<file path="src/hdl/fsf_pkg.sv">
`default_nettype none
package fsf_pkg;

  localparam int MAX_TAPS = 256;
  localparam int IDX_W    = $clog2(MAX_TAPS);
  localparam int CNT_W    = $clog2(MAX_TAPS + 1);
  localparam int ACC_W    = 32 + IDX_W;
  localparam int CFG_W    = 9;
  localparam int IDX_IN_W = 8;
  localparam int SMP_W    = 16;

  localparam logic CMD_COEF   = 1'b0;
  localparam logic CMD_SAMPLE = 1'b1;

  typedef enum logic [1:0] {
    S_IDLE,
    S_RUN,
    S_FLUSH,
    S_DONE
  } fsf_state_t;

  typedef struct packed {
    logic coef_wr;
    logic start;
    logic issue;
    logic finish;
  } fsf_cmd_t;

  typedef struct packed {
    logic taps_zero;
    logic last_tap;
    logic pipe_busy;
    logic out_free;
  } fsf_stat_t;

endpackage
`default_nettype wire

</file>
<file path="src/hdl/fsf_ctrl.sv">
`default_nettype none
module fsf_ctrl (
  input  wire logic              clk,
  input  wire logic              rst_n,
  input  wire logic              in_tvalid,
  output logic                   in_tready,
  input  wire logic              in_kind,
  input  wire fsf_pkg::fsf_stat_t stat,
  output fsf_pkg::fsf_cmd_t      cmd
);
  import fsf_pkg::*;

  fsf_state_t state_r, state_nxt;
  logic       accept;

  always_ff @(posedge clk) begin
    if (!rst_n) begin
      state_r <= S_IDLE;
    end else begin
      state_r <= state_nxt;
    end
  end

  always_comb begin
    state_nxt   = state_r;
    in_tready   = 1'b0;
    cmd         = '0;
    accept      = 1'b0;
    case (state_r)
      S_IDLE: begin
        in_tready = 1'b1;
        accept    = in_tvalid;
        if (accept && in_kind == CMD_COEF) begin
          cmd.coef_wr = 1'b1;
        end
        if (accept && in_kind == CMD_SAMPLE) begin
          cmd.start = 1'b1;
          state_nxt = stat.taps_zero ? S_FLUSH : S_RUN;
        end
      end
      S_RUN: begin
        cmd.issue = 1'b1;
        if (stat.last_tap) begin
          state_nxt = S_FLUSH;
        end
      end
      S_FLUSH: begin
        // wait for the read and multiply stages to empty into the accumulator
        if (!stat.pipe_busy) begin
          state_nxt = S_DONE;
        end
      end
      S_DONE: begin
        if (stat.out_free) begin
          cmd.finish = 1'b1;
          state_nxt  = S_IDLE;
        end
      end
      default: begin
        state_nxt = S_IDLE;
      end
    endcase
  end

endmodule
`default_nettype wire

</file>
<file path="config.mk">
export PLATFORM = sky130hd
export DESIGN_NAME = fsf_ctrl
export DESIGN_NICKNAME = d
export VERILOG_FILES = /design/src/hdl/fsf_pkg.sv /design/src/hdl/fsf_ctrl.sv
export SDC_FILE = /design/constraint.sdc
export NUM_CORES = 1
export LEC_CHECK = 0
export BUFFER_PORTS_ARGS = -buffer_cell sky130_fd_sc_hd__buf_2
export CORE_AREA = 2 2 39 41
export DETAILED_ROUTE_END_ITERATION = 8
export DIE_AREA = 0 0 41 43
export SKIP_CTS_REPAIR_TIMING = 1
export SLEW_MARGIN = 20
export SYNTH_ARGS = -nofsm -noshare
export SYNTH_HDL_FRONTEND = slang
export SYNTH_SLANG_ARGS = --single-unit
export TNS_END_PERCENT = 5
</file>
<file path="constraint.sdc">
create_clock -name clk -period 4.1 [get_ports clk]
set_input_delay 0.205 -clock clk [delete_from_list [all_inputs] [get_ports clk]]
set_output_delay 0.205 -clock clk [all_outputs]
set_load 0.005 [all_outputs]
</file>
==> results of run 1 <==
==> through the flow <==
step	power, uW	std cells	setup WS, ns	hold slack [ns]
floorplan	107.6	25	2.579	0.3513
global placement	134.8	53	2.490	0.5073
detailed placement	136.3	53	2.422	0.5029
CTS	185.1	56	2.418	0.2674
global route	203.6	56	2.297	0.2909
finish	178.3	56	2.463	0.2754
==> kinds of logic (layout without fill, tap and decap cells) <==
kind of cell,count (synthesis),after routing,share of synthesized area
simple gates,10,10,0.2299
fa+ha+maj,5,5,0.2874
compound gates,4,4,0.1724
mux,2,2,0.09196
flops,2,2,0.1839
buf+inv,2,17,0.03450
==> routing by layer <==
metal,routed length (um),part of all wire,GRT usage
met1,220,0.49,0.07348
met2,172,0.38,0.07500
met3,54,0.12,0.04712
met4,0,0,0.06000
met5,0,0,0
==> power groups by stage <==
stage                     clock [uW]  combinational [uW]  sequential (uW)
final                           44.3                98.9             35.1
after global routing            51.4                 116             36.2
after CTS                       48.4                 101             35.5
after detailed placement           0                 100             35.8
after global placement             0                99.3             35.5
after floorplan                    0                73.8             33.8
==> worst max path at each step <==
| stage | start | endpoint | slack [ns] | cells after the start |
|---|---|---|---|---|
| detailed placement | state_r[0] | state_r[0] | 2.42 | 5 |
| CTS | state_r[0] | state_r[0] | 2.42 | 5 |
| floorplan | state_r[0] | state_r[0] | 2.58 | 5 |
| finish | state_r[0] | state_r[0] | 2.46 | 5 |
| global placement | state_r[0] | state_r[1] | 2.49 | 5 |
| global route | state_r[0] | state_r[0] | 2.30 | 5 |
==> final cells by class <==
| cell class | count | area (sq um) | share of cell area |
|---|---|---|---|
| repair buffers | 12 | 60.06 | 0.1875 |
| inverters | 2 | 7.507 | 0.02344 |
| well taps | 16 | 20.02 | 0.06250 |
| multi-input cells | 21 | 170.2 | 0.5312 |
| flip-flops and latches | 2 | 40.04 | 0.1250 |
| clock buffers | 3 | 22.52 | 0.07031 |
==> layout by cell type, fill, tap and decap left out <==
| master | n |
|---|---|
| dfxtp_1 | 2 |
| inv_1 | 2 |
| ha_1 | 5 |
| o211ai_1 | 2 |
| nand2_1 | 4 |
| clkbuf_4 | 3 |
| a21boi_0 | 1 |
| nor2_1 | 1 |
| nor2b_1 | 2 |
| and3_1 | 1 |
| and2_1 | 1 |
| a2111oi_2 | 1 |
| nand2b_1 | 1 |
| mux2i_1 | 2 |
| buf_2 | 12 |
==> worst reg2reg max path, stage by stage, from the launching register on <==
cell	delay (ns)
dfxtp_1	0.37
inv_1	0.10
ha_1	0.23
a21boi_0	0.14
a2111oi_2	0.46
mux2i_1	0.25
==> flow_summary.json, run 1 <==
{
  "drt_iter0_markers": 6,
  "slowest_delay_ns": 0.46,
  "top_register": "state_r",
  "period_share": 0.3993,
  "core_area_sq_um": 1384,
  "rsz0062_at_grt": "false",
  "path_delay_family": "compound AO/OA/AOI/OAI gates",
  "p_per_area_nw_per_um2": 556.7,
  "post-route-min-period_ns": 1.637,
  "cts_max_path_buffers": 2,
  "power_switching_uw": 67.82,
  "drtPass1Iterations": 2,
  "syn_area_per_cell_sq_um": 8.708,
  "hpwlAfterDp_um": 360.9,
  "async_reset_ff_frac": 0,
  "slew_headroom": 0.7239,
  "endpoint_kind": "flip-flop",
  "grt_max_degree": 5,
  "ys.flop_type": "dfxtp_1",
  "ys_ff_latch": 2,
  "synthDominantCellAreaShare": 0.2874,
  "grt_first_pass_wirelength_um": 690,
  "clk_pin_slew_worst_paths_ns": 0.03,
  "ys_types": 13,
  "area_growth_pct": 47.13,
  "fillers": 160,
  "ys_warn_count": 0,
  "cts_tree": "yes",
  "post-route-util": 0.2315,
  "final_max_slew_viol_count": 0,
  "synthTopCellsByCount": "ha_1 (5), nand2_1 (4)",
  "syn_area_sq_um": 217.7,
  "largest_register_ffs": 2,
  "power_switching_share": 0.3803,
  "die_width_um": 41,
  "p_clk_frac": 0.249,
  "largestRegisters": "state_r: 2 flops",
  "die_area_sq_um": 1763,
  "maxCapViolCount": 0,
  "place_congestion": 0.6070,
  "numCtsBuffers": 3,
  "hold_viol": 0,
  "synthCells": 25,
  "status": "complete, no violations",
  "htree_num_levels": 1,
  "grt_usage": 0.06513,
  "synth_top_area_cell": "ha_1",
  "clk_latency_ns": 0.23,
  "ir_drop_mv": 0.1418,
  "drive_above_1_share": 0.4000,
  "setup-tns-final_ns": 0,
  "path_max_fanout": 4,
  "antenna_found_initial": 0,
  "wl_per_cell_um": 8.000,
  "ctsRootBufferMaster": "clkbuf_4",
  "antenna_left": 0,
  "worst_clock_skew_ns": 0.005157,
  "port_buffers": 12,
  "hold_depth": 3,
  "die_h_um": 43,
  "p_leak_uw": 0.0001663,
  "rr_endpoint": "state_r[0]",
  "synth.area.top_cells": "ha_1 (29%), dfxtp_1 (18%), mux2i_1 (9.2%)",
  "worst-slew-pin-transition_ns": 0.4133,
  "crit_buf_inv": 1,
  "hold_path.class": "input pin to flip-flop",
  "yosysMostFrequentCell": "ha_1",
  "cp_cell_sequence": "inv_1 > ha_1 > a21boi_0 > a2111oi_2 > mux2i_1",
  "grt_pass1_vias": 181,
  "diodes": 0,
  "critPathKind": "flip-flop to flip-flop",
  "placed_area_sq_um": 297.8,
  "viasPerCell": 3.839,
  "synth-edff-count": 0,
  "ff2ff_setup_slack_ns": 2.46,
  "cts_num_sinks": 2,
  "synth_fp_nets": 38,
  "post-route-cell-area_sq_um": 320.3,
  "setup_violations": 0,
  "cp.required_ns": 4.24,
  "seq_area_frac_synth": 0.1839,
  "r2r_cells": 5,
  "hold_end": "state_r[1]",
  "vias": 215,
  "hp-start": "rst_n",
  "start_util": 0.1573,
  "nNetsFinal": 55,
  "postRouteWirelength_um": 448,
  "crit_path_start_kind": "flip-flop",
  "combPwrFrac": 0.555,
  "gr-total-overflow": 0,
  "slowest_stage": "a2111oi_2",
  "drcViolationCount": 0,
  "cp_data_arrival_time_ns": 1.78,
  "p_seq_frac": 0.197,
  "fmax_ghz": 0.6108,
  "internal_power_uw": 110.5,
  "r2r-start": "state_r[0]",
  "rows": 14,
  "ioPinCount": 13
}
No activity file was read; power rests on OpenSTA's default activity.
==> inputs of run 2 (changes only) <==
ABC_AREA = 1   (was not set)
clock period = 1.4 ns   (was 4.1 ns; I/O delays follow)
==> run 2 against run 1 <==
  * Utilization increased by 0.90 points
  * Setup slack worse by 2.3 ns
  * Register-to-register slack got worse by 2.3 ns
  * Global-route usage grew 0.20 points
  * Power grew to 3.8 times the previous value
  * Area after synthesis is 5.7% higher
  * Non-clock buffer count unchanged
  * Clock power grew to 2.9 times the previous value
  * Cell count rose by 21%
  * Combinational power grew to 4.3 times the previous value
  * Count of clock-buffer cells in the layout unchanged
  * Flip-flop and latch count did not move
  * Critical endpoint is now cmd[3]
  * Largest cell class unchanged
  * Highest routed layer unchanged
==> flow_summary.json, run 2 <==
{
  "numCtsBuffers": 3,
  "final_cell_mix": "nand2_1 (13), buf_2 (12), inv_1 (7)",
  "top_register": "state_r",
  "synthCells": 37,
  "synth.area.top_cells": "ha_1 (27%), nand2_1 (21%), dfxtp_1 (17%)",
  "nNetsFinal": 67,
  "status": "complete, no violations",
  "antenna_left": 0,
  "vias": 253,
  "final_cell_count_no_fill": 68,
  "setup-tns-final_ns": 0,
  "clk_latency_ns": 0.23,
  "period_share": 0.8648,
  "ioPinCount": 13,
  "final_max_slew_viol_count": 0,
  "hold_end": "state_r[0]",
  "rows": 14,
  "r2r_cells": 8,
  "ys.flop_type": "dfxtp_1",
  "maxCapViolCount": 0,
  "rsz0062_at_grt": "false",
  "antenna_found_initial": 0,
  "seq_area_frac_synth": 0.1739,
  "area_growth_pct": 44.57,
  "die_width_um": 41,
  "start_util": 0.1664,
  "hold_depth": 3,
  "hpwlAfterDp_um": 377.8,
  "syn_area_sq_um": 230.2,
  "htree_num_levels": 1,
  "port_buffers": 12,
  "core_area_sq_um": 1384,
  "worst_clock_skew_ns": 0.0002835,
  "synthTopCellsByCount": "nand2_1 (13), inv_1 (7), nor2_1 (6)",
  "grt_max_degree": 5,
  "cts_tree": "yes",
  "post-route-min-period_ns": 1.211,
  "multiInputGateArea_sq_um": 163.9,
  "die_h_um": 43,
  "drive_above_1_share": 0.3269,
  "dp.cells": 65,
  "drtPass1Iterations": 4,
  "hold_path.class": "input pin to flip-flop",
  "cp_data_arrival_time_ns": 1.14,
  "clk_pin_slew_worst_paths_ns": 0.03,
  "r2r-start": "state_r[0]",
  "async_reset_ff_frac": 0,
  "grt_first_pass_wirelength_um": 724,
  "p_per_area_nw_per_um2": 2047,
  "grt_usage": 0.06713,
  "wl_per_cell_um": 6.662,
  "dp_worst_setup_slack_ns": 0.1790,
  "fmax_ghz": 0.8260,
  "die_area_sq_um": 1763,
  "hold_viol": 0,
  "hp-start": "rst_n",
  "slew_headroom": 0.9052,
  "largest_register_ffs": 2,
  "crit_path_start_kind": "flip-flop",
  "ff2ff_setup_slack_ns": 0.20,
  "viasPerCell": 3.721,
  "drcViolationCount": 0,
  "setup_violations": 0,
  "path_max_fanout": 4,
  "synth_fp_nets": 50,
  "rr_endpoint": "state_r[1]",
  "postRouteWirelength_um": 453,
  "cp.required_ns": 1.33,
  "ys_types": 9,
  "synth_top_area_cell": "ha_1",
  "synthDominantCellAreaShare": 0.2717,
  "p_leak_uw": 0.0002109,
  "ir_drop_mv": 0.4848,
  "yosysMostFrequentCell": "nand2_1",
  "ctsRootBufferMaster": "clkbuf_4",
  "ys_warn_count": 0,
  "cts_num_sinks": 2,
  "ys_ff_latch": 2,
  "critPathKind": "flip-flop to primary output",
  "endpoint_kind": "primary output",
  "drt_iter0_markers": 3,
  "largestRegisters": "state_r: 2 flops",
  "syn_area_per_cell_sq_um": 6.222,
  "cts_max_path_buffers": 2,
  "seqCellArea_sq_um": 40.04,
  "fillers": 169,
  "place_congestion": 0.7216,
  "worst-slew-pin-transition_ns": 0.1407,
  "diodes": 0,
  "gr-total-overflow": 0,
  "grt_pass1_vias": 201,
  "synth-edff-count": 0,
  "layout.cells.most_common": "nand2_1",
  "fin_ws_ns": 0.1893
}
==> run 2: cell count changes after synthesis, moves of 2 or more <==
cell      delta
mux2i_1      -2
o211ai_1     -2
nand2_1      +9
nor2b_1      -2
nor2_1       +5
inv_1        +5
==> run 2: cells by family after synthesis <==
logic type	synth area share
compound gates	0.05434
flops	0.1739
fa+ha+maj	0.2717
buf+inv	0.1142
simple gates	0.3859
==> run 2: per-stage QoR <==
step	hold WS (ns)	area, sq um	power (uW)	utilization
2_1_floorplan	0.1711	230.2	453.4	-
3_3_place_gp	0.3078	310.3	562.9	0.2242
3_5_place_dp	0.3183	310.3	563.3	0.2242
4_1_cts	0.07447	332.8	702.6	0.2405
5_1_grt	0.09822	332.8	789.2	0.2405
6_report	0.08262	332.8	681.2	0.2405
==> run 2: worst max path at each step <==
stage                            end        from  cells after the start  slack (ns)
after floorplan           state_r[0]  state_r[0]                      8        0.26
after global placement    state_r[1]  state_r[0]                      8        0.19
after detailed placement  state_r[0]  state_r[0]                      8        0.18
after CTS                     cmd[3]  state_r[0]                      5        0.16
after global routing      state_r[0]  state_r[0]                      8        0.05
final                         cmd[3]  state_r[0]                      5        0.19
==> run 2: layout make-up <==
type,instances,share of cell area
inverters,7,0.07895
repair buffers,12,0.1805
clock buffers,3,0.06767
multi-input cells,28,0.4925
well taps,16,0.06015
flip-flops and latches,2,0.1203
==> run 2: power by group <==
group / total [uW] / internal [uW] / switching, uW
logic: 430 / 191 / 239
clock network: 130 / 94.8 / 35.4
registers: 121 / 89.2 / 31.5
total: 681 / 375 / 306
==> run 2: routing by layer <==
layer | vias to the layer above | global-route usage | share of wire
li1 | 139 | - | -
met1 | 99 | 0.08626 | 0.46
met2 | 15 | 0.06875 | 0.36
met3 | 0 | 0.09424 | 0.18
met4 | 0 | 0 | 0
met5 | - | 0 | 0
==> run 2: critical path, cell delays in order (launching register included) <==
cell,delay [ns]
dfxtp_1,0.37
inv_1,0.09
ha_1,0.24
nand2_1,0.07
nor2_1,0.03
buf_2,0.11
